## src/assert_macros.svh

```systemverilog
// Assertion helpers shared by the RTL; define NO_ASSERTIONS to compile them out.
`ifndef ASSERT_MACROS_SVH
`define ASSERT_MACROS_SVH
`ifndef NO_ASSERTIONS
// Same-cycle implication.
`define ASSERT_IMPLIES(name, clk, rst, ante, cons) \
   name: assert property (@(posedge clk) disable iff (rst) (ante) |-> (cons)) \
      else $error("assertion failed");
// Next-cycle implication.
`define ASSERT_NEXT(name, clk, rst, ante, cons) \
   name: assert property (@(posedge clk) disable iff (rst) (ante) |=> (cons)) \
      else $error("assertion failed");
`else
`define ASSERT_IMPLIES(name, clk, rst, ante, cons)
`define ASSERT_NEXT(name, clk, rst, ante, cons)
`endif
`endif

```

## src/bxd_pkg.sv

```systemverilog
package bxd_pkg;

   localparam int MAX_WIDTH_DEF  = 4096;
   localparam int MAX_FACTOR_DEF = 16;

   localparam int REG_W       = 13;
   localparam int PIXEL_W     = 8;
   localparam int ROW_W       = 13;
   localparam int ROW_LIMIT   = 4096;
   localparam int CSR_INDEX_W = 4;
   localparam int QUEUE_DEPTH = 4;

   localparam logic [REG_W-1:0] IMAGE_WIDTH_RST   = 13'd640;
   localparam logic [REG_W-1:0] IMAGE_HEIGHT_RST  = 13'd480;
   localparam logic [REG_W-1:0] TARGET_WIDTH_RST  = 13'd80;
   localparam logic [REG_W-1:0] TARGET_HEIGHT_RST = 13'd60;

   typedef enum logic [CSR_INDEX_W-1:0] {
      CSR_IMAGE_WIDTH   = 4'd0,
      CSR_IMAGE_HEIGHT  = 4'd1,
      CSR_TARGET_WIDTH  = 4'd2,
      CSR_TARGET_HEIGHT = 4'd3
   } csr_index_type;

   typedef logic [PIXEL_W-1:0] pixel_type;

   typedef struct packed {
      logic first;
      logic emit;
      logic row_end;
      logic frame_end;
   } cmd_flags_type;

   typedef struct packed {
      logic busy;
      logic done;
   } div_status_type;

   typedef enum logic [2:0] {
      FS_RUN,
      FS_DRAIN,
      FS_FACTOR,
      FS_ROWS,
      FS_COLS,
      FS_RECIP,
      FS_FIRST
   } front_state_type;

   // Width of a block sum: up to factor squared pixels of 255.
   function automatic int sum_width(input int max_factor);
      return $clog2(max_factor * max_factor * 255 + 1);
   endfunction

   function automatic int factor_width(input int max_factor);
      return $clog2(max_factor + 1);
   endfunction

   // Fraction bits of the ceiling reciprocal of the factor.
   function automatic int recip_shift(input int max_factor);
      return sum_width(max_factor) + factor_width(max_factor);
   endfunction

   function automatic int div_width(input int max_width, input int max_factor);
      int w;
      w = recip_shift(max_factor);
      if ($clog2(max_width + 1) > w) w = $clog2(max_width + 1);
      if (REG_W > w) w = REG_W;
      return w;
   endfunction

endpackage

```

## src/bxd_front.sv

```systemverilog
module bxd_front import bxd_pkg::*; #(
   parameter int MAX_WIDTH  = MAX_WIDTH_DEF,
   parameter int MAX_FACTOR = MAX_FACTOR_DEF
) (
   input  logic                            clock,
   input  logic                            reset,
   input  logic                            csr_wr_en,
   input  logic [CSR_INDEX_W-1:0]          csr_index,
   input  logic [REG_W-1:0]                csr_wr_data,
   input  logic                            req_valid,
   output logic                            req_ready,
   input  pixel_type                       req_pixel,
   output logic                            cmd_push,
   input  logic                            cmd_ready,
   output logic [$clog2(MAX_WIDTH)-1:0]    cmd_addr,
   output pixel_type                       cmd_pixel,
   output cmd_flags_type                   cmd_flags,
   input  logic                            drained,
   output logic [recip_shift(MAX_FACTOR):0] recip,
   output logic                            div_start,
   output logic [div_width(MAX_WIDTH, MAX_FACTOR)-1:0] div_dividend,
   output logic [div_width(MAX_WIDTH, MAX_FACTOR)-1:0] div_divisor,
   input  div_status_type                  div_status,
   input  logic [div_width(MAX_WIDTH, MAX_FACTOR)-1:0] div_quotient
);

   localparam int CW     = $clog2(MAX_WIDTH + 1);
   localparam int ADDR_W = $clog2(MAX_WIDTH);
   localparam int FW     = factor_width(MAX_FACTOR);
   localparam int K      = recip_shift(MAX_FACTOR);
   localparam int REC_W  = K + 1;
   localparam int DIV_W  = div_width(MAX_WIDTH, MAX_FACTOR);

   front_state_type state_ff, state_in;

   logic [REG_W-1:0] image_width_ff, image_height_ff, target_width_ff, target_height_ff;

   logic [CW-1:0]    pixel_column_ff, pixel_column_in;
   logic [ROW_W-1:0] pixel_row_ff, pixel_row_in;
   logic [FW-1:0]    sub_column_ff, sub_column_in;
   logic [FW-1:0]    sub_row_ff, sub_row_in;
   logic [CW-1:0]    block_column_ff, block_column_in;
   logic [ROW_W-1:0] block_row_ff, block_row_in;
   logic [FW-1:0]    factor_ff;
   logic [CW-1:0]    blocks_per_row_ff;
   logic [ROW_W-1:0] blocks_per_column_ff;

   logic [CW-1:0]    frame_width_ff;
   logic [ROW_W-1:0] frame_height_ff;
   logic [DIV_W-1:0] num_ff;
   logic [REG_W-1:0] den_ff;
   pixel_type        hold_pixel_ff;
   logic [REC_W-1:0] recip_ff;

   logic [CW-1:0]    width_clamp;
   logic [ROW_W-1:0] height_clamp;
   logic [FW-1:0]    factor_clamp;
   logic             frame_start;
   logic             in_block;
   logic             accept;
   logic             advance;
   logic             latch;

   assign frame_start = (pixel_column_ff == '0) && (pixel_row_ff == '0);
   assign in_block    = (block_column_ff < blocks_per_row_ff) &&
                        (block_row_ff < blocks_per_column_ff);
   assign accept      = req_valid && req_ready;

   always_comb begin
      if (image_width_ff == '0) begin
         width_clamp = CW'(1);
      end else if (int'(image_width_ff) > MAX_WIDTH) begin
         width_clamp = CW'(MAX_WIDTH);
      end else begin
         width_clamp = CW'(image_width_ff);
      end
      if (image_height_ff == '0) begin
         height_clamp = ROW_W'(1);
      end else if (int'(image_height_ff) > ROW_LIMIT) begin
         height_clamp = ROW_W'(ROW_LIMIT);
      end else begin
         height_clamp = ROW_W'(image_height_ff);
      end
      if (div_quotient == '0) begin
         factor_clamp = FW'(1);
      end else if (div_quotient > DIV_W'(MAX_FACTOR)) begin
         factor_clamp = FW'(MAX_FACTOR);
      end else begin
         factor_clamp = FW'(div_quotient);
      end
   end

   // Command for the pixel at the current position.
   assign cmd_addr            = block_column_ff[ADDR_W-1:0];
   assign cmd_pixel           = (state_ff == FS_FIRST) ? hold_pixel_ff : req_pixel;
   assign cmd_flags.first     = (sub_row_ff == '0) && (sub_column_ff == '0);
   assign cmd_flags.emit      = in_block && (sub_row_ff == factor_ff - FW'(1)) &&
                                (sub_column_ff == factor_ff - FW'(1));
   assign cmd_flags.row_end   = (block_column_ff == blocks_per_row_ff - CW'(1));
   assign cmd_flags.frame_end = cmd_flags.row_end &&
                                (block_row_ff == blocks_per_column_ff - ROW_W'(1));
   assign recip               = recip_ff;

   always_comb begin
      sub_column_in   = sub_column_ff + FW'(1);
      block_column_in = block_column_ff;
      pixel_column_in = pixel_column_ff + CW'(1);
      sub_row_in      = sub_row_ff;
      block_row_in    = block_row_ff;
      pixel_row_in    = pixel_row_ff;
      if (sub_column_in >= factor_ff) begin
         sub_column_in   = '0;
         block_column_in = block_column_ff + CW'(1);
      end
      if (pixel_column_in >= frame_width_ff) begin
         pixel_column_in = '0;
         sub_column_in   = '0;
         block_column_in = '0;
         sub_row_in      = sub_row_ff + FW'(1);
         if (sub_row_in >= factor_ff) begin
            sub_row_in   = '0;
            block_row_in = block_row_ff + ROW_W'(1);
         end
         pixel_row_in = pixel_row_ff + ROW_W'(1);
         if (pixel_row_in >= frame_height_ff) begin
            pixel_row_in = '0;
            sub_row_in   = '0;
            block_row_in = '0;
         end
      end
   end

   always_comb begin
      case (state_ff)
         FS_FACTOR: begin
            div_dividend = num_ff;
            div_divisor  = DIV_W'(den_ff);
         end
         FS_ROWS: begin
            div_dividend = DIV_W'(frame_width_ff);
            div_divisor  = DIV_W'(factor_ff);
         end
         FS_COLS: begin
            div_dividend = DIV_W'(frame_height_ff);
            div_divisor  = DIV_W'(factor_ff);
         end
         FS_RECIP: begin
            div_dividend = DIV_W'((64'd1 << K) - 64'd1);
            div_divisor  = DIV_W'(factor_ff);
         end
         default: begin
            div_dividend = num_ff;
            div_divisor  = DIV_W'(den_ff);
         end
      endcase
   end

   // Outputs per state.
   always_comb begin
      req_ready = 1'b0;
      cmd_push  = 1'b0;
      advance   = 1'b0;
      latch     = 1'b0;
      div_start = 1'b0;
      case (state_ff)
         FS_RUN: begin
            req_ready = frame_start || !in_block || cmd_ready;
            cmd_push  = accept && !frame_start && in_block;
            advance   = accept && !frame_start;
            latch     = accept && frame_start;
         end
         FS_FACTOR, FS_ROWS, FS_COLS, FS_RECIP: begin
            div_start = !div_status.busy && !div_status.done;
         end
         FS_FIRST: begin
            cmd_push = in_block && cmd_ready;
            advance  = !in_block || cmd_ready;
         end
         default: begin
         end
      endcase
   end

   always_comb begin
      state_in = state_ff;
      case (state_ff)
         FS_RUN: begin
            if (latch) state_in = FS_DRAIN;
         end
         FS_DRAIN: begin
            if (drained) state_in = (den_ff == '0) ? FS_ROWS : FS_FACTOR;
         end
         FS_FACTOR: begin
            if (div_status.done) state_in = FS_ROWS;
         end
         FS_ROWS: begin
            if (div_status.done) state_in = FS_COLS;
         end
         FS_COLS: begin
            if (div_status.done) state_in = FS_RECIP;
         end
         FS_RECIP: begin
            if (div_status.done) state_in = FS_FIRST;
         end
         FS_FIRST: begin
            if (advance) state_in = FS_RUN;
         end
         default: begin
            state_in = FS_RUN;
         end
      endcase
   end

   always_ff @(posedge clock) begin
      if (reset) begin
         state_ff             <= FS_RUN;
         image_width_ff       <= IMAGE_WIDTH_RST;
         image_height_ff      <= IMAGE_HEIGHT_RST;
         target_width_ff      <= TARGET_WIDTH_RST;
         target_height_ff     <= TARGET_HEIGHT_RST;
         pixel_column_ff      <= '0;
         pixel_row_ff         <= '0;
         sub_column_ff        <= '0;
         sub_row_ff           <= '0;
         block_column_ff      <= '0;
         block_row_ff         <= '0;
         factor_ff            <= '0;
         blocks_per_row_ff    <= '0;
         blocks_per_column_ff <= '0;
      end else begin
         state_ff <= state_in;
         if (csr_wr_en) begin
            case (csr_index)
               CSR_IMAGE_WIDTH:   image_width_ff   <= csr_wr_data;
               CSR_IMAGE_HEIGHT:  image_height_ff  <= csr_wr_data;
               CSR_TARGET_WIDTH:  target_width_ff  <= csr_wr_data;
               CSR_TARGET_HEIGHT: target_height_ff <= csr_wr_data;
               default: begin
               end
            endcase
         end
         if (advance) begin
            pixel_column_ff <= pixel_column_in;
            pixel_row_ff    <= pixel_row_in;
            sub_column_ff   <= sub_column_in;
            sub_row_ff      <= sub_row_in;
            block_column_ff <= block_column_in;
            block_row_ff    <= block_row_in;
         end
         // A zero target skips the quotient and takes the largest factor.
         if (state_ff == FS_DRAIN && drained && den_ff == '0) begin
            factor_ff <= FW'(MAX_FACTOR);
         end
         if (state_ff == FS_FACTOR && div_status.done) begin
            factor_ff <= factor_clamp;
         end
         if (state_ff == FS_ROWS && div_status.done) begin
            blocks_per_row_ff <= div_quotient[CW-1:0];
         end
         if (state_ff == FS_COLS && div_status.done) begin
            blocks_per_column_ff <= div_quotient[ROW_W-1:0];
         end
      end
   end

   always_ff @(posedge clock) begin
      if (latch) begin
         frame_width_ff  <= width_clamp;
         frame_height_ff <= height_clamp;
         hold_pixel_ff   <= req_pixel;
         if (target_width_ff < target_height_ff) begin
            num_ff <= DIV_W'(width_clamp);
            den_ff <= target_width_ff;
         end else begin
            num_ff <= DIV_W'(height_clamp);
            den_ff <= target_height_ff;
         end
      end
      // Ceiling reciprocal of the factor.
      if (state_ff == FS_RECIP && div_status.done) begin
         recip_ff <= REC_W'(div_quotient) + REC_W'(1);
      end
   end

endmodule

```

## config.mk

```make
export PLATFORM = sky130hd
export DESIGN_NAME = bxd_front
export DESIGN_NICKNAME = d
export VERILOG_FILES = /design/src/assert_macros.svh /design/src/bxd_pkg.sv /design/src/bxd_front.sv
export SDC_FILE = /design/constraint.sdc
export NUM_CORES = 1
export LEC_CHECK = 0
export ABC_AREA = 0
export ABC_CLOCK_PERIOD_IN_PS = 8600
export BUFFER_PORTS_ARGS = -buffer_cell sky130_fd_sc_hd__buf_4
export CELL_PAD_IN_SITES_DETAIL_PLACEMENT = 0
export CELL_PAD_IN_SITES_GLOBAL_PLACEMENT = 1
export CORE_ASPECT_RATIO = 0.5
export CORE_MARGIN = 1.5
export CORE_UTILIZATION = 45
export DETAILED_ROUTE_END_ITERATION = 12
export PLACE_DENSITY_LB_ADDON = 0.1
export SETUP_SLACK_MARGIN = 0.2
export SLEW_MARGIN = 20
export SYNTH_ARGS = -nofsm -noshare
export SYNTH_HDL_FRONTEND = slang
export SYNTH_SLANG_ARGS = --single-unit
```

## constraint.sdc

```tcl
create_clock -name clock -period 8.6 [get_ports clock]
set_input_delay 2.15 -clock clock [delete_from_list [all_inputs] [get_ports clock]]
set_output_delay 2.15 -clock clock [all_outputs]
set_load 0.01 [all_outputs]
```

After elaboration in Yosys (flattened, before gate mapping):

Cells that the tools add are included.
W data, S select, Z words.

* equality and inequality tests: 20
* add/subtract/negate cells: 10
* reduce and logical (&&, ||, !) cells: 48
* multiplexer cells: 37
* magnitude comparators: 10

Operator list (count)
* $mux W13: 13
* $logic_not A13 Y1: 5
* $pmux W21 S3: 1
* $add A13 B1 Y13 const B: 4
* $mux W5: 8
* $lt A13 B13 Y1: 3
* $eq A13 B13 Y1: 2
* $ge A13 B13 Y1: 2
* $gt A13 B13 Y1 const B: 2
* $sub A13 B1 Y13 const B: 2
* $add A21 B1 Y22 const B: 1
* $gt A21 B5 Y1 const B: 1
* $logic_not A21 Y1: 1
* $mux W3: 7
* $pmux W3 S7: 1
* $logic_and A1 B1 Y1: 18
* $ne A2 B2 Y1 const B: 7
* $reduce_and A2 Y1: 6
* $add A5 B1 Y5 const B: 2
* $eq A5 B5 Y1: 2
* $ge A5 B5 Y1: 2
* $logic_not A5 Y1: 2
* $eq A3 B3 Y1 const B: 3
* $eq A4 B2 Y1 const B: 2
* 16 further kinds: 28

* word-level logic and storage cells: 145
* input bits: 54
* bits in registers: 238
* output and inout port bits: 91

Longest topological paths before layout:

Gate-level depths: netlist of run 1.

* depth after elaboration: 11
* mapped depth: 18
* mapped depth without buffers: 16

Worst setup path before layout of run 1:

No wires, ideal clock.

* path kind: input to register
* from: input port req_valid
* to: register state_ff[2]
* stages: 7
* setup slack: 2.574 ns
* data required time: 8.530 ns
* arrival: 5.955 ns
* library setup time: 0.070 ns
* buffers on the path: 0
* path through: nand3_1 > nor3_2 > o22ai_1 > a22oi_4 > o21ai_1 > or3_1 > a21oi_1

* cells in the longest elaborated chain, start to end: 5
* elaborated cells between the ends (all ways): 8
* classes of those cells: 2 x eq/ne; 2 x mux; 4 x reduce/logical

RTL lines
* from (decl): line bxd_front.sv:10 `input logic req_valid,`
* $logic_and A1 B1 Y1: line bxd_front.sv:67 `assign accept = req_valid && req_ready;`
* $logic_and A1 B1 Y1: line bxd_front.sv:170 `latch = accept && frame_start;`
* $mux W1: line bxd_front.sv:165 `case (state_ff)`
* named net latch: line bxd_front.sv:62 `logic latch;`
* $ne A2 B2 Y1 (no line)
* $reduce_and A7 Y1 (no line)
* to (signal assigned): line bxd_front.sv:231 `state_ff <= state_in;`
* to (decl): line bxd_front.sv:34 `front_state_type state_ff, state_in;`

The timed path passes the listed nets, and every way through them passes these cells.
A chain may end at the register's enable or synchronous reset.

Worst setup path in the final report of run 1:

* from: input port req_valid
* to: output port cmd_push

* cells in the longest elaborated chain, start to end: 4

RTL lines
* $logic_and A1 B1 Y1: line bxd_front.sv:67
* $logic_and A1 B1 Y1 (2 in series): line bxd_front.sv:168 `cmd_push = accept && !frame_start && in_block;`
* $pmux W1 S2: line bxd_front.sv:165
* to (decl): line bxd_front.sv:13 `output logic cmd_push,`

Every way passes these cells.

==> impl_metrics.json, run 1 <==
{
  "status": "complete, but fails checks",
  "violations": "DRC",
  "top_layer": "met4",
  "cts_made_buffers": 23,
  "wl_met3_mm": 1.55,
  "synthFlopType": "dfxtp_1",
  "grt_pass1_wl_mm": 57.0,
  "yosys_warnings": 0,
  "final_common_cell": "nand2_1",
  "port_buffers": 136,
  "power.density_mw_per_mm2": 184,
  "final_cell_mix": "nand2_1 (230), dfxtp_1 (148), buf_4 (144)",
  "dr.first_iter.drc_count": 712,
  "crit_path_max_fanout": 16,
  "h-tree-depth": 1,
  "cts_tree": "yes",
  "drt-met1-wl_mm": 16.9,
  "worstSetupStartpointType": "input pin",
  "worstPathArrival_ns": 3.44,
  "setup_slack_ns": 3.01,
  "clock_path_buffers": 3,
  "setup_viol": 0,
  "routed-via-count": 11100,
  "cts_resized": 0,
  "drtPass1Iterations": 9,
  "skew_ns": 0.0173,
  "min_period_over_period_pct": 64.9,
  "grt_overflow": 0,
  "cpMostUsedCell": "buf_4",
  "clock-root-buffer": "clkbuf_16",
  "pre_cts_ws_ns": 2.96,
  "diodes": 0,
  "antenna_found_initial": 1,
  "areaGrowthSynthToFinish_pct": 13.9,
  "dpl.hpwl_mm": 26.5,
  "grt_pass1_vias": 10500,
  "ctsHoldBuffers": 0,
  "die_x_um": 248,
  "grt_max_degree": 72,
  "ys_types": 76,
  "io_pins": 145,
  "hp-class": "reg -> reg",
  "ant_nets": 0,
  "synth_area_leaders": "dfxtp_1 (22%), edfxtp_1 (18%), ha_1 (8.5%)",
  "worstSetupPathType": "in -> out",
  "maxSlewHeadroom_pct": 32.6,
  "num_rows": 44,
  "nNetsFinal": 1769,
  "syn_area_mm2": 0.0135,
  "dieArea_mm2": 0.0311,
  "finalWirelength_mm": 36.1,
  "grtUsageTotal_pct": 23.1,
  "leakage_nw": 6.27,
  "clk_pin_slew_ns": 0.06,
  "cp_cell_sequence": "buf_4 > nand3_1 > o21ai_2 > nand2_1 > nor3_1 > buf_4",
  "final_layout_size_suffix_gt1_share_pct": 14.6,
  "multi_input_area_mm2": 0.00724,
  "seq_area_frac_synth_pct": 40.3,
  "hold_slack_ns": 0.468,
  "r2r_slack_ns": 3.67,
  "netlist_instances": 1541,
  "slew_viol_final": 0,
  "max_clock_freq_mhz": 179,
  "synth_edf_count": 82,
  "async_flop_share_pct": 0,
  "wl_met2_mm": 16.8,
  "rsz0062_at_grt": "no",
  "synth_top_area_share_pct": 22.0,
  "wl_per_cell_um": 17.8,
  "cts_setup_buffers": 0,
  "drv_cap": 0,
  "globalplace.congestion": 0.846,
  "crit_path_top_delay_cell": "o21ai_2",
  "crit_family": "compound AO/OA/AOI/OAI gates",
  "syn_avg_cell_area_um2": 8.74,
  "clock-sinks": 230,
  "slowest_delay_ns": 0.62,
  "fillers": 2744,
  "fin_crit_ns": 5.59,
  "worstMarginPinSlew_ns": 1.01,
  "required_ns": 6.45,
  "ff_latch_area_mm2": 0.00543,
  "vias_per_cell": 5.44,
  "synth_top_area_cell": "dfxtp_1",
  "postLayoutCoreUtil_pct": 52.5,
  "ys_seq_elements": 230,
  "finalSetupTns_ns": 0,
  "chipHeight_um": 125,
  "route.detailed.drc": 9,
  "vdd_drop_max_uv": 125,
  "start_util_pct": 46.1,
  "end_kind": "output port",
  "crit_buf_inv": 2,
  "finalPower_mw": 2.83,
  "hold_viol_final": 0,
  "core-area_mm2": 0.0292,
  "clk-insertion-delay-late_ns": 0.54
}
## tightest hold or removal path, cell delays in order (launching register included)
cell,delay (ns)
dfxtp_1,0.32
nand2_1,0.05
a21oi_1,0.05
## synth_stat cells, types with 34 or more instances
library cell    n
dfxtp_1       148
ha_1           91
mux2_2         34
and3_1         49
xnor2_1        52
nand2_1       230
xor2_1         60
edfxtp_1       82
a21oi_1       131
nor2_1        100
inv_1          94
clkbuf_1       58
nand3_1        66
## metal layers
| layer | GRT usage [%] | vias to the layer above |
|---|---|---|
| met5 | 0 | - |
| li1 | - | 5502 |
| met3 | 3.52 | 56 |
| met4 | 5.67 | 0 |
| met2 | 38.4 | 213 |
| met1 | 31.5 | 5285 |
## area by class of cell
class                   instances  area share [%]
multi-input cells            1129            47.2
flip-flops and latches        230            35.4
inverters                      96            2.35
well taps                     391            3.19
clock buffers                  33            4.39
clock inverters                 9           0.481
repair buffers                144            7.04
## kinds of logic after synthesis
family	after synthesis	synth area share [%]
and+or+nand+nor	629	23.0
DFF	230	40.3
xor gates and xnor gates	112	7.28
other	1	0.0278
AOI/OAI and AO/OA	244	11.1
muxes	44	3.58
adders and majority gates	92	8.52
buffers and inverters	189	6.22
## registers in the layout, indices dropped and copies added (netlist names)
| register | flops |
|---|---|
| pixel_row_ff | 13 |
| block_column_ff | 13 |
| image_width_ff | 13 |
| block_row_ff | 13 |
| state_ff | 3 |
| sub_column_ff | 5 |
| frame_height_ff | 13 |
| target_width_ff | 13 |
| den_ff | 13 |
| factor_ff | 5 |
| frame_width_ff | 13 |
| blocks_per_column_ff | 13 |
| hold_pixel_ff | 8 |
| image_height_ff | 13 |
| recip | 22 |
| pixel_column_ff | 13 |
| blocks_per_row_ff | 13 |
| sub_row_ff | 5 |
| target_height_ff | 13 |
| num_ff | 13 |
## report_power, final
group          internal, mW  total, mW  switching (mW)
registers              1.23       1.29          0.0616
clock network         0.575       1.02           0.449
logic                 0.203      0.515           0.312
total                  2.00       2.83           0.822
## stage by stage
stage,instances,instance area (µm²)
floorplan,1548,13500
global placement,1990,14600
detailed placement,1990,14600
CTS,2032,15300
global route,2032,15300
finish,2032,15300
## path summary, 6_finish.rpt
kind                                      endpoint          startpoint  depth (start not counted)
worst max-delay path                      cmd_push           req_valid                          6
worst min register to register  image_height_ff[2]  image_height_ff[2]                          2
worst min-delay path            image_height_ff[2]  image_height_ff[2]                          2
worst max register to register  pixel_column_ff[6]  pixel_column_ff[0]                         15
(Power assumes the default switching activity.)
==> inputs of run 2 (changes only) <==
--- a/config.mk
+++ b/config.mk
@@ -6,7 +6,7 @@
 export NUM_CORES = 1
 export LEC_CHECK = 0
 export ABC_AREA = 0
-export ABC_CLOCK_PERIOD_IN_PS = 8600
+export ABC_CLOCK_PERIOD_IN_PS = 5500
 export BUFFER_PORTS_ARGS = -buffer_cell sky130_fd_sc_hd__buf_4
 export CELL_PAD_IN_SITES_DETAIL_PLACEMENT = 0
 export CELL_PAD_IN_SITES_GLOBAL_PLACEMENT = 1
==> constraint.sdc (replaced) <==
create_clock -name clock -period 5.5 [get_ports clock]
set_input_delay 1.375 -clock clock [delete_from_list [all_inputs] [get_ports clock]]
set_output_delay 1.375 -clock clock [all_outputs]
set_load 0.01 [all_outputs]
==> run 2 against run 1 <==
Compared with the run above: the run still ends with DRC left; die area unchanged; setup slack got worse by 2.2 ns; clock-buffer cell count increased by 4; via count increased by 0.53%; clock skew up 0.0055 ns; register-to-register slack got worse by 2.6 ns; highest routed layer unchanged; largest power group unchanged; critical endpoint is now cmd_flags[0]; non-clock buffer count is 1 higher; critical path type is now reg -> out.
==> impl_metrics.json, run 2 (synthesized netlist as in run 1, its figures left out) <==
{
  "chipHeight_um": 125,
  "worstSetupStartpointType": "flop",
  "crit_path_max_fanout": 8,
  "dpl.hpwl_mm": 26.9,
  "power.density_mw_per_mm2": 290,
  "worstSetupPathType": "reg -> out",
  "clk_pin_slew_ns": 0.07,
  "finalSetupTns_ns": 0,
  "final_cell_mix": "nand2_1 (230), dfxtp_1 (148), buf_4 (145)",
  "r2r_slack_ns": 1.04,
  "leakage_nw": 6.29,
  "hp-class": "reg -> reg",
  "nNetsFinal": 1771,
  "routed-via-count": 11100,
  "start_util_pct": 46.1,
  "cts_setup_buffers": 0,
  "vdd_drop_max_uv": 185,
  "power_frac_clock_pct": 36.9,
  "status": "complete, but fails checks",
  "cp_cell_sequence": "or4_4 > nor2_4 > nand2_1 > nor4_1 > xnor2_1 > nand4_1 > a2111oi_2 > nor4bb_1 > buf_4",
  "crit_path_top_delay_cell": "or4_4",
  "power.internal_mw": 3.18,
  "io_pins": 145,
  "route.detailed.drc": 9,
  "min_period_over_period_pct": 85.3,
  "dr.first_iter.drc_count": 855,
  "p_sw_share_pct": 28.7,
  "worstSetupStartpoint": "blocks_per_row_ff[2]",
  "cts_tree": "yes",
  "grtUsageTotal_pct": 23.4,
  "slowest_delay_ns": 0.58,
  "fillers": 2782,
  "skew_ns": 0.0228,
  "clock-sinks": 230,
  "ant_nets": 0,
  "hold_viol_final": 0,
  "dieArea_mm2": 0.0311,
  "violations": "DRC",
  "final_layout_size_suffix_gt1_share_pct": 14.5,
  "maxSlewHeadroom_pct": 32.9,
  "die_x_um": 248,
  "holdCritStartpoint": "target_height_ff[7]",
  "diodes": 0,
  "ctsHoldBuffers": 0,
  "grt_pass1_wl_mm": 57.8,
  "clock_path_buffers": 3,
  "port_buffers": 136,
  "end_kind": "output port",
  "num_rows": 44,
  "finalWirelength_mm": 36.5,
  "combPwrFrac_pct": 18.1,
  "worstMarginPinSlew_ns": 1.00,
  "grt_max_degree": 78,
  "vias_per_cell": 5.46,
  "antenna_found_initial": 0,
  "drv_cap": 0,
  "pwr-share-seq_pct": 45.0,
  "slew_viol_final": 0,
  "areaGrowthSynthToFinish_pct": 14.3,
  "clock-root-buffer": "clkbuf_16",
  "required_ns": 4.12,
  "max_clock_freq_mhz": 213,
  "drtPass1Iterations": 9,
  "globalplace.congestion": 0.868,
  "largest_register_ffs": 22,
  "setup_viol": 0,
  "wl_per_cell_um": 18.0,
  "h-tree-depth": 1,
  "finalPower_mw": 4.47,
  "worstPathArrival_ns": 3.32,
  "worstReg2RegStart": "pixel_column_ff[0]",
  "grt_overflow": 0,
  "core-area_mm2": 0.0292,
  "p_switching_mw": 1.28,
  "cts_resized": 0,
  "grt_pass1_vias": 10500,
  "cts_made_buffers": 24,
  "rsz0062_at_grt": "no",
  "fin_crit_ns": 4.69,
  "clk-insertion-delay-late_ns": 0.53,
  "final_common_cell": "nand2_1"
}
run 2: worst paths after layout:
check | endpoint | cells after the start
worst max-delay path | cmd_flags[0] | 9
worst min-delay path | target_height_ff[7] | 2
worst max register to register | block_column_ff[5] | 16
worst min register to register | target_height_ff[7] | 2
run 2: layout make-up:
| cell class | instances | area (µm²) | area share (%) |
|---|---|---|---|
| multi-input combinational | 1129 | 7250 | 47.1 |
| sequential | 230 | 5430 | 35.2 |
| timing repair buffer | 145 | 1090 | 7.07 |
| clock buffer | 37 | 721 | 4.68 |
| tap | 391 | 489 | 3.18 |
| inverter | 96 | 360 | 2.34 |
| clock inverter | 7 | 66.3 | 0.431 |
run 2: per-layer routing:
metal | global-route usage (%) | vias to the layer above | part of all wire, %
met5 | 0 | - | 0
met4 | 4.53 | 0 | 1.5
met3 | 3.18 | 40 | 4.5
met2 | 38.2 | 236 | 46
met1 | 33.2 | 5330 | 48
li1 | - | 5509 | -
run 2: metrics by stage:
step | std cells | instance area (µm²) | setup WS [ns] | hold slack (ns) | util (%)
floorplan | 1548 | 13500 | 0.249 | 0.436 | -
global placement | 1991 | 14600 | 1.27 | 0.445 | 50.0
detailed placement | 1991 | 14600 | 1.14 | 0.458 | 50.0
CTS | 2035 | 15400 | 0.797 | 0.467 | 52.7
global route | 2035 | 15400 | 0.641 | 0.486 | 52.7
finish | 2035 | 15400 | 0.807 | 0.472 | 52.7
run 2: critical path, delay by kind of cell (launching register included):
family | cells | cell delay (ns)
simple gates | 6 | 1.61
compound gates | 1 | 0.45
flops | 1 | 0.38
xor+xnor | 1 | 0.17
buf+inv | 1 | 0.20
run 2: power groups by stage:
| stage | Clock, mW | Combinational [mW] | Sequential (mW) |
|---|---|---|---|
| after detailed placement | 0 | 0.810 | 2.05 |
| final | 1.65 | 0.809 | 2.01 |
| after global routing | 1.77 | 0.884 | 2.02 |
| after floorplan | 0 | 0.514 | 2.00 |
| after global placement | 0 | 0.798 | 2.04 |
| after CTS | 1.69 | 0.815 | 2.01 |
==> inputs of run 3 (changes only) <==
--- a/config.mk
+++ b/config.mk
@@ -8,11 +8,12 @@
 export ABC_AREA = 0
 export ABC_CLOCK_PERIOD_IN_PS = 5500
 export BUFFER_PORTS_ARGS = -buffer_cell sky130_fd_sc_hd__buf_4
+export CAP_MARGIN = 20
 export CELL_PAD_IN_SITES_DETAIL_PLACEMENT = 0
 export CELL_PAD_IN_SITES_GLOBAL_PLACEMENT = 1
 export CORE_ASPECT_RATIO = 0.5
 export CORE_MARGIN = 1.5
-export CORE_UTILIZATION = 45
+export CORE_UTILIZATION = 30
 export DETAILED_ROUTE_END_ITERATION = 12
 export PLACE_DENSITY_LB_ADDON = 0.1
 export SETUP_SLACK_MARGIN = 0.2
==> run 3 against run 2 <==
Compared with the run above: the flow still finishes with violations (DRC); sequential cell count did not move; setup slack worse by 0.060 ns; global-route usage fell by 6.4 points; sequential share of layout area fell by 0.71 points; maximum frequency down 1.3%; total power is 3.4% higher; wire length grew 10%; critical path type unchanged; largest power group unchanged; highest routed layer unchanged.
==> impl_metrics.json, run 3 (synthesized netlist as in run 1, its figures left out) <==
{
  "status": "complete, but fails checks",
  "violations": "DRC",
  "wl_per_cell_um": 18.0,
  "postLayoutCoreUtil_pct": 35.8,
  "r2r_cells": 16,
  "num_rows": 54,
  "hold_slack_ns": 0.462,
  "rr_endpoint": "block_column_ff[7]",
  "grt_pass1_wl_mm": 61.7,
  "chipHeight_um": 153,
  "drv_cap": 0,
  "hp-class": "reg -> reg",
  "whs_endpoint": "target_width_ff[0]",
  "cts_setup_buffers": 0,
  "final_common_cell": "nand2_1",
  "worstPathArrival_ns": 3.38,
  "slew_viol_final": 0,
  "dieArea_mm2": 0.0463,
  "worstSetupPathType": "reg -> out",
  "grtUsageTotal_pct": 17.0,
  "vias_per_cell": 4.94,
  "end_kind": "output port",
  "fin_crit_ns": 4.75,
  "vdd_drop_max_uv": 172,
  "grt_max_degree": 65,
  "globalplace.congestion": 0.841,
  "holdCritStartpoint": "target_width_ff[0]",
  "ant_nets": 0,
  "finalWirelength_mm": 40.2,
  "setup_viol": 0,
  "finalSetupTns_ns": 0,
  "clock-root-buffer": "clkbuf_16",
  "final_cell_mix": "nand2_1 (230), dfxtp_1 (148), buf_4 (146)",
  "diodes": 0,
  "io_pins": 145,
  "max_clock_freq_mhz": 210,
  "clk-insertion-delay-late_ns": 0.57,
  "routed-via-count": 11000,
  "grt_overflow": 0,
  "maxSlewHeadroom_pct": 26.2,
  "core-area_mm2": 0.0439,
  "ctsHoldBuffers": 0,
  "dr.first_iter.drc_count": 558,
  "crit_path_max_fanout": 8,
  "antenna_found_initial": 1,
  "required_ns": 4.12,
  "cts_tree": "yes",
  "cts_resized": 0,
  "dpl.hpwl_mm": 30.1,
  "worstReg2RegStart": "pixel_column_ff[0]",
  "final_layout_size_suffix_gt1_share_pct": 14.5,
  "h-tree-depth": 1,
  "largest_register_ffs": 22,
  "skew_ns": 0.0236,
  "nNetsFinal": 1773,
  "grt_pass1_vias": 10600,
  "areaGrowthSynthToFinish_pct": 16.6,
  "route.detailed.drc": 10,
  "clock_path_buffers": 3,
  "r2r_slack_ns": 1.01,
  "start_util_pct": 30.7,
  "drtPass1Iterations": 9,
  "die_x_um": 303,
  "hold_viol_final": 0,
  "clk_pin_slew_ns": 0.06,
  "min_period_over_period_pct": 86.4,
  "leakage_nw": 6.31,
  "whs_path_depth": 2,
  "power.density_mw_per_mm2": 294,
  "cts_made_buffers": 25,
  "worstSetupStartpointType": "flop",
  "clock-sinks": 230,
  "rsz0062_at_grt": "no",
  "fillers": 4573,
  "port_buffers": 136,
  "worstMarginPinSlew_ns": 1.10
}
run 3: cell count changes in the layout (fill, tap and decap cells not counted), sizes merged:
| cell | before | now |
|---|---|---|
| clkinv | 4 | 6 |
| buf | 145 | 146 |
| bufinv | 1 | 3 |
| clkinvlp | 1 | 2 |
| clkbuf | 37 | 34 |
run 3: final cells by class:
| class | count | area [µm²] | area share (%) |
|---|---|---|---|
| Multi-Input combinational cell | 1129 | 7250 | 46.1 |
| Inverter | 96 | 360 | 2.29 |
| Clock buffer | 34 | 701 | 4.46 |
| Tap cell | 588 | 736 | 4.68 |
| Clock inverter | 12 | 149 | 0.947 |
| Timing Repair Buffer | 146 | 1100 | 6.97 |
| Sequential cell | 230 | 5430 | 34.5 |
run 3: per-layer routing:
layer	global-route usage (%)	share of wire, %
met5	0	0
met1	23.9	49
met2	27.9	46
met3	2.73	3.5
met4	2.61	1.3
run 3: critical path, stage by stage, from the launching register on:
cell and delay, ns:
dfxtp_1 0.38, or4_4 0.58, nor2_4 0.12, nand2_1 0.10, nor4_1 0.26, xnor2_1 0.16, nand4_1 0.13, a2111oi_2 0.43
nor4bb_1 0.45, buf_4 0.21
run 3: how the worst max path moves through the flow:
stage / startpoint / end / slack, ns / depth (start not counted)
after global routing: blocks_per_row_ff[2] / cmd_flags[0] / 0.47 / 9
after detailed placement: pixel_column_ff[0] / pixel_column_ff[2] / 1.06 / 16
after floorplan: req_valid / state_ff[2] / 0.25 / 7
after global placement: pixel_column_ff[0] / block_column_ff[9] / 1.17 / 16
after CTS: blocks_per_row_ff[2] / cmd_flags[0] / 0.63 / 9
final: blocks_per_row_ff[2] / cmd_flags[0] / 0.75 / 9
run 3: report_power, final:
part           switching (mW)  internal [mW]
Clock                   0.752           1.04
Sequential             0.0950           1.92
Combinational           0.501          0.319
run 3: metrics by stage:
| stage | setup WS, ns | instances | area [µm²] | power, mW |
|---|---|---|---|---|
| after floorplan | 0.249 | 1548 | 13500 | 2.51 |
| after global placement | 1.17 | 2189 | 14900 | 2.87 |
| after detailed placement | 1.06 | 2189 | 14900 | 2.88 |
| after CTS | 0.633 | 2235 | 15700 | 4.70 |
| after global routing | 0.466 | 2235 | 15700 | 4.85 |
| final | 0.747 | 2235 | 15700 | 4.62 |
